## src/hw/rtl/htm_pkg.sv

```systemverilog
// ----------------------------------------------------------------------------
// htm_pkg: shared definitions for the heading turn and move step block
// Field widths, fixed-point constants, the CORDIC arctangent table and the
// position saturation helper used by the datapath modules.
// ----------------------------------------------------------------------------
package htm_pkg;

    // Rotation count of the CORDIC unit, limited to the size of its table.
    localparam int CORDIC_ITERATIONS = 16;
    localparam int CORDIC_STEPS      = (CORDIC_ITERATIONS > 24) ? 24 : CORDIC_ITERATIONS;
    localparam int STEP_W            = (CORDIC_STEPS > 1) ? $clog2(CORDIC_STEPS) : 1;

    // Width of the saturated position state.
    localparam int POSITION_WIDTH = 32;
    localparam int POS_SUM_W      = ((POSITION_WIDTH > 32) ? POSITION_WIDTH : 32) + 2;

    // Field widths of the input and result words.
    localparam int COORD_W  = 32;
    localparam int HEAD_W   = 17;
    localparam int RATE_W   = 20;
    localparam int DT_W     = 10;
    localparam int SPEED_W  = 20;

    // Input word layout, lowest bit first.
    localparam int IN_RESTART_LSB = 0;
    localparam int IN_TURN_LSB    = 1;
    localparam int IN_MOVE_LSB    = 2;
    localparam int IN_TARGET_LSB  = 3;
    localparam int IN_RATE_LSB    = IN_TARGET_LSB + HEAD_W;
    localparam int IN_DT_LSB      = IN_RATE_LSB + RATE_W;
    localparam int IN_SPEED_LSB   = IN_DT_LSB + DT_W;
    localparam int IN_W           = IN_SPEED_LSB + SPEED_W;
    localparam int IN_DATA_W      = ((IN_W + 7) / 8) * 8;

    // Result word layout, lowest bit first.
    localparam int OUT_W      = COORD_W + COORD_W + HEAD_W;
    localparam int OUT_DATA_W = ((OUT_W + 7) / 8) * 8;

    // Configuration port.
    localparam int CFG_ADDR_W = 2;
    localparam int CFG_DATA_W = 32;
    localparam logic [CFG_ADDR_W-1:0] CFG_START_X       = 2'd0;
    localparam logic [CFG_ADDR_W-1:0] CFG_START_Y       = 2'd1;
    localparam logic [CFG_ADDR_W-1:0] CFG_START_HEADING = 2'd2;

    // Angles in degrees with 8 fraction bits.
    localparam int FULL_TURN_Q8    = 92160;
    localparam int HALF_TURN_Q8    = 46080;
    localparam int QUARTER_TURN_Q8 = 23040;

    // Turn arithmetic: step width, arc compare width, heading sum width.
    localparam int TURN_PROD_W = DT_W + RATE_W;
    localparam int TURN_STEP_W = TURN_PROD_W + 1 - 8;
    localparam int ARC_W       = HEAD_W + 3;
    localparam int WRAP_W      = 24;
    localparam int WRAP_K_W    = 3;
    localparam int WRAP_TOP_K  = 5;

    // CORDIC formats: sine and cosine Q30, angle in degrees Q16.
    localparam int TRIG_W  = 33;
    localparam int ANGLE_W = 26;
    localparam int HP_W    = HEAD_W + 2;
    localparam logic signed [TRIG_W-1:0] CORDIC_GAIN_Q30 = 33'sd652032874;

    // Move arithmetic: distance, product and rounded offset.
    localparam int DIST_W      = DT_W + SPEED_W;
    localparam int PROD_W      = TRIG_W + DIST_W + 1;
    localparam int ROUND_SHIFT = 38;
    localparam int OFF_W       = PROD_W - ROUND_SHIFT;

    // Sine and cosine from the rotation unit.
    typedef struct packed {
        logic signed [TRIG_W-1:0] sin_q30;
        logic signed [TRIG_W-1:0] cos_q30;
    } t_trig;

    // Arctangent of 2^-i in degrees Q16.
    function automatic logic signed [ANGLE_W-1:0] atan_q16(input logic [4:0] idx);
        logic signed [ANGLE_W-1:0] val;
        case (idx)
            5'd0:    val = 26'sd2949120;
            5'd1:    val = 26'sd1740967;
            5'd2:    val = 26'sd919879;
            5'd3:    val = 26'sd466945;
            5'd4:    val = 26'sd234379;
            5'd5:    val = 26'sd117306;
            5'd6:    val = 26'sd58666;
            5'd7:    val = 26'sd29335;
            5'd8:    val = 26'sd14668;
            5'd9:    val = 26'sd7334;
            5'd10:   val = 26'sd3667;
            5'd11:   val = 26'sd1833;
            5'd12:   val = 26'sd917;
            5'd13:   val = 26'sd458;
            5'd14:   val = 26'sd229;
            5'd15:   val = 26'sd115;
            5'd16:   val = 26'sd57;
            5'd17:   val = 26'sd29;
            5'd18:   val = 26'sd14;
            5'd19:   val = 26'sd7;
            5'd20:   val = 26'sd4;
            5'd21:   val = 26'sd2;
            5'd22:   val = 26'sd1;
            default: val = 26'sd0;
        endcase
        return val;
    endfunction

    // Clamp a wide signed value into the position range.
    function automatic logic signed [POSITION_WIDTH-1:0] sat_pos(
        input logic signed [POS_SUM_W-1:0] v
    );
        logic [POS_SUM_W-POSITION_WIDTH:0] upper;
        logic signed [POSITION_WIDTH-1:0]  res;
        upper = v[POS_SUM_W-1:POSITION_WIDTH-1];
        if ((&upper) || (~|upper)) begin
            res = v[POSITION_WIDTH-1:0];
        end else if (v[POS_SUM_W-1]) begin
            res = {1'b1, {(POSITION_WIDTH-1){1'b0}}};
        end else begin
            res = {1'b0, {(POSITION_WIDTH-1){1'b1}}};
        end
        return res;
    endfunction

endpackage

```

## src/hw/rtl/htm_cordic.sv

```systemverilog
// ----------------------------------------------------------------------------
// htm_cordic: iterative CORDIC rotation unit
// One rotation per cycle on shared x, y and angle adders; produces sine and
// cosine in Q30 of an angle within plus or minus 90 degrees.
// ----------------------------------------------------------------------------
module htm_cordic (
    input  logic                                i_clk,
    input  logic                                i_rst_n,
    input  logic                                i_start,
    input  logic signed [htm_pkg::ANGLE_W-1:0]  i_angle,
    output logic                                o_done,
    output htm_pkg::t_trig                      o_trig
);
    import htm_pkg::*;

    logic signed [TRIG_W-1:0]  r_x;
    logic signed [TRIG_W-1:0]  r_y;
    logic signed [ANGLE_W-1:0] r_z;
    logic [STEP_W-1:0]         r_idx;
    logic                      r_busy;
    logic                      r_done;

    logic signed [TRIG_W-1:0]  n_x;
    logic signed [TRIG_W-1:0]  n_y;
    logic signed [ANGLE_W-1:0] n_z;
    logic signed [TRIG_W-1:0]  w_x_sh;
    logic signed [TRIG_W-1:0]  w_y_sh;
    logic signed [ANGLE_W-1:0] w_atan;
    logic                      w_last;

    // One rotation toward zero residual angle; shifts round toward minus infinity.
    always_comb begin
        w_x_sh = r_x >>> r_idx;
        w_y_sh = r_y >>> r_idx;
        w_atan = atan_q16(5'(r_idx));
        if (!r_z[ANGLE_W-1]) begin
            n_x = r_x - w_y_sh;
            n_y = r_y + w_x_sh;
            n_z = r_z - w_atan;
        end else begin
            n_x = r_x + w_y_sh;
            n_y = r_y - w_x_sh;
            n_z = r_z + w_atan;
        end
    end

    assign w_last = (r_idx == STEP_W'(CORDIC_STEPS - 1));

    // Sequencing of the rotation count.
    always_ff @(posedge i_clk) begin
        if (!i_rst_n) begin
            r_busy <= 1'b0;
            r_done <= 1'b0;
        end else begin
            r_done <= 1'b0;
            if (i_start) begin
                r_busy <= 1'b1;
            end else if (r_busy && w_last) begin
                r_busy <= 1'b0;
                r_done <= 1'b1;
            end
        end
    end

    // Vector and angle registers.
    always_ff @(posedge i_clk) begin
        if (i_start) begin
            r_x   <= CORDIC_GAIN_Q30;
            r_y   <= '0;
            r_z   <= i_angle;
            r_idx <= '0;
        end else if (r_busy) begin
            r_x   <= n_x;
            r_y   <= n_y;
            r_z   <= n_z;
            r_idx <= r_idx + 1'b1;
        end
    end

    assign o_done         = r_done;
    assign o_trig.sin_q30 = r_y;
    assign o_trig.cos_q30 = r_x;

endmodule

```

## config.mk

```make
export PLATFORM = sky130hd
export DESIGN_NAME = htm_cordic
export DESIGN_NICKNAME = d
export VERILOG_FILES = /design/src/hw/rtl/htm_pkg.sv /design/src/hw/rtl/htm_cordic.sv
export SDC_FILE = /design/constraint.sdc
export NUM_CORES = 1
export LEC_CHECK = 0
export BUFFER_PORTS_ARGS = -buffer_cell sky130_fd_sc_hd__buf_2
export CORE_ASPECT_RATIO = 1.2
export CORE_MARGIN = 2
export CORE_UTILIZATION = 50
export CTS_CLUSTER_SIZE = 10
export DETAILED_ROUTE_END_ITERATION = 10
export HOLD_SLACK_MARGIN = 0.1
export PLACE_DENSITY = 0.77
export SKIP_LAST_GASP = 1
export SYNTH_ARGS = -nofsm -noshare
export SYNTH_HDL_FRONTEND = slang
export SYNTH_SLANG_ARGS = --single-unit
```

## constraint.sdc

```tcl
create_clock -name i_clk -period 14.2 [get_ports i_clk]
set_input_delay 2.13 -clock i_clk [delete_from_list [all_inputs] [get_ports i_clk]]
set_output_delay 2.13 -clock i_clk [all_outputs]
set_load 0.005 [all_outputs]
```

==> flow_metrics.env <==
export IMPL_clk_latency_ns=0.45
export IMPL_dpl_hpwl_um=30840
export IMPL_crit_family="compound AO/OA/AOI/OAI gates"
export IMPL_numCtsBuffers=17
export IMPL_drv_cap=0
export IMPL_wl_met2_um=19970
export IMPL_period_share=0.4824
export IMPL_p_leak_nw=6.393
export IMPL_slew_viol_final=0
export IMPL_worstSetupPathType="flop to flop"
export IMPL_end_kind="flop"
export IMPL_async_reset_ff_frac=0
export IMPL_relSlewSlack=0.2865
export IMPL_syn_area_um2=14210
export IMPL_routed_wl_met3_um=2665
export IMPL_synthToLayoutAreaGrowth_pct=8.464
export IMPL_finalSetupViolations=0
export IMPL_synth_cell_types=90
export IMPL_syn_nets=1815
export IMPL_cts_resized=0
export IMPL_final_net_count=1846
export IMPL_fin_skew_ns=0.01775
export IMPL_yosysWarnings=0
export IMPL_cpMaxStageDelayCell="buf_4"
export IMPL_root_buffer="clkbuf_16"
export IMPL_min_period_ns=6.851
export IMPL_grt_pass1_wl_um=66360
export IMPL_cts_tree="built"
export IMPL_cts_hold_fix_buffers=0
export IMPL_die_h_um=188.6
export IMPL_max_freq_mhz=146.0
export IMPL_synthFlopType="dfxtp_1"
export IMPL_cp_num_buf_inv=1
export IMPL_syn_area_per_cell_um2=8.446
export IMPL_ant_nets=0
export IMPL_fp_row_count=67
export IMPL_path_cells="buf_4, mux4_2, mux2_2, mux2i_1, ha_1, nor3b_1, a32oi_1, or4_4, o31a_1, xnor2_1, ha_1, and2_1, a221o_1, a31o_2, a21oi_1, o311ai_0, and4_1, or3_1, a21oi_1"
export IMPL_vias_per_cell=6.360
export IMPL_dieArea_um2=29780
export IMPL_ioPinCount=96
export IMPL_cts_setup_buffers=0
export IMPL_ir_worst_vdd_uv=132.8
export IMPL_fill_cells=2568
export IMPL_yosysSeqAreaShare=0.1874
export IMPL_fp_dieW_um=157.9
export IMPL_regArea_um2=2676
export IMPL_diodes=0
export IMPL_start_util=0.5089
export IMPL_grt_pass1_vias=13080
export IMPL_dpl_worst_slack_ns=7.444
export IMPL_cp_start_kind="flop"
export IMPL_drive_above_1_share=0.1570
export IMPL_cp_data_required_time_ns=14.57
export IMPL_powerDensity_nw_per_um2=270.0
export IMPL_finalHoldViolCount=0
export IMPL_grt_max_degree=86
export IMPL_cp_arrival_ns=7.22
export IMPL_routabilityCongestion=0.9465
export IMPL_fin_setup_tns_ns=0
export IMPL_m1WireLength_um=16330
export IMPL_synth_edf_count=26
export IMPL_top_layer_used="met4"
export IMPL_htree_levels=4
export IMPL_critPathMaxStageDelay_ns=0.85
export IMPL_clkTransAtPathRegs_ns=0.07
export IMPL_detailroute_via_count=13390
export IMPL_antenna_found_initial=0
export IMPL_grt_usage=0.2807
export IMPL_multi_input_area_um2=10940
export IMPL_cts_max_path_buffers=2
export IMPL_portBuffers=95
export IMPL_core_um2=27920
export IMPL_yosys_register_bits=120
export IMPL_rsz0062_at_grt="no"
export IMPL_dr_pass1_iters=8
export IMPL_grt_overflow_total=0
export IMPL_post_place_cells=2073
export IMPL_synthCells=1682
export IMPL_setup_ws_ns=7.349
export IMPL_drt_iter0_markers=1118
export IMPL_worstPathMaxFanout=71
export IMPL_post_route_drc_count=0
export IMPL_status="finished clean"
export IMPL_max_slew_worst_pin_slew_ns=1.060
export IMPL_routedWlPerCell_um=19.96
export IMPL_fin_cells=2105
export IMPL_clock_sinks=120
export IMPL_wirelength_um=42010
export IMPL_hp_class="flop to flop"
Yosys cell counts (all sizes together), types with 6 or more instances:
cell type,number,area (µm²)
nor3b,6,45.04
or3,8,50.05
a211oi,17,132.6
o22ai,11,68.82
and3,13,81.33
nand2,154,578.1
nor2b,23,143.9
nand2b,15,93.84
nand4,14,100.1
o21a,13,97.59
dfxtp,94,1882
nor3,33,176.4
ha,101,1264
a21oi,151,755.7
mux2i,81,827.0
inv,43,161.4
clkbuf,45,168.9
mux4,66,1520
nor2,155,581.8
a211o,14,122.6
xor2,66,578.1
xnor2,90,788.3
buf,47,264.0
a21o,40,300.3
or2,11,71.32
edfxtp,26,780.8
o21bai,12,90.09
o31ai,13,97.59
o211ai,12,90.09
o21ai,98,490.5
nand3,27,135.1
a31oi,20,125.1
mux2,41,465.4
and2,16,100.1
final cells by class:
cell class	instances	area share
multi-input cells	1425	0.7101
flip-flops and latches	120	0.1737
repair buffers	104	0.03540
well taps	379	0.03078
clock buffers	17	0.02761
clock inverters	15	0.01145
inverters	45	0.01096
cells in the final DEF, fill, tap and decap left out, types with 10 or more instances in the layout:
cell type and n:
nor2_1 155, o21a_1 13, mux2i_1 79, edfxtp_1 26, clkbuf_16 17, nand4_1 12
a211o_1 14, or2_2 10, mux2_2 40, nand3_1 27, xor2_1 66, o22ai_1 11
nand2_1 154, o21ai_0 98, a211oi_1 16, and3_1 13, mux4_2 57, nor3_1 32
a21oi_1 151, dfxtp_1 89, xnor2_1 90, a31oi_1 20, ha_1 101, and2_1 16
o21bai_1 12, nand2b_1 15, o31ai_1 13, a21o_1 40, nor2b_1 23, buf_2 94
inv_1 40, o211ai_1 12, buf_4 10
worst paths after layout:
check	to	start	cells past startpoint	slack [ns]
setup reg to reg	r_y[32]	r_idx[1]	19	7.35
hold / removal	r_y[0]	r_y[0]	2	0.55
setup / recovery	r_y[32]	r_idx[1]	19	7.35
hold reg to reg	r_y[0]	r_y[0]	2	0.55
kinds of logic (layout without fill, tap and decap cells):
group,after synthesis,count (layout),share of synthesized area
AOI/OAI and AO/OA,474,474,0.2140
DFF,120,120,0.1874
xor gates and xnor gates,156,156,0.09618
buffers and inverters,137,181,0.04236
and+or+nand+nor,503,503,0.1688
adders and majority gates,104,104,0.09318
muxes,188,188,0.1980
worst reg2reg max path, stage by stage, from the launching register on:
cell and delay [ns]:
dfxtp_4 0.56, buf_4 0.86, mux4_2 0.67, mux2_2 0.30
mux2i_1 0.32, ha_1 0.28, nor3b_1 0.30, a32oi_1 0.12
or4_4 0.49, o31a_1 0.28, xnor2_1 0.19, ha_1 0.32
and2_1 0.18, a221o_1 0.29, a31o_2 0.24, a21oi_1 0.40
o311ai_0 0.26, and4_1 0.27, or3_1 0.34, a21oi_1 0.12
per-layer routing:
layer | track usage | vias to the layer above
li1 | - | 6350
met1 | 0.3253 | 6288
met2 | 0.4676 | 586
met3 | 0.04876 | 164
met4 | 0.1920 | 0
met5 | 0 | -
per-stage QoR:
step	total power, mW	instance area [µm²]	hold slack [ns]	util
6_report	4.160	15410	0.5469	0.5520
5_1_grt	4.520	15410	0.5792	0.5520
3_3_place_gp	3.566	14810	0.5251	0.5304
2_1_floorplan	2.962	14210	0.4993	-
4_1_cts	4.127	15410	0.5521	0.5520
3_5_place_dp	3.635	14810	0.5427	0.5304
registers in the layout, indices dropped and copies added (netlist names):
name and flops:
r_x 33, r_busy 1, w_atan 22, o_done 1, r_y 33, r_z 26
r_idx 4
power by group:
part           leakage [nW]  switching [mW]  total (mW)  internal (mW)
Clock                 0.292           0.194       0.460          0.266
Sequential             1.04           0.226       0.700          0.475
Combinational          5.06            1.65        3.00           1.35
Total                  6.39            2.07        4.16           2.09
Note: power is estimated with default switching activity, not from simulation.
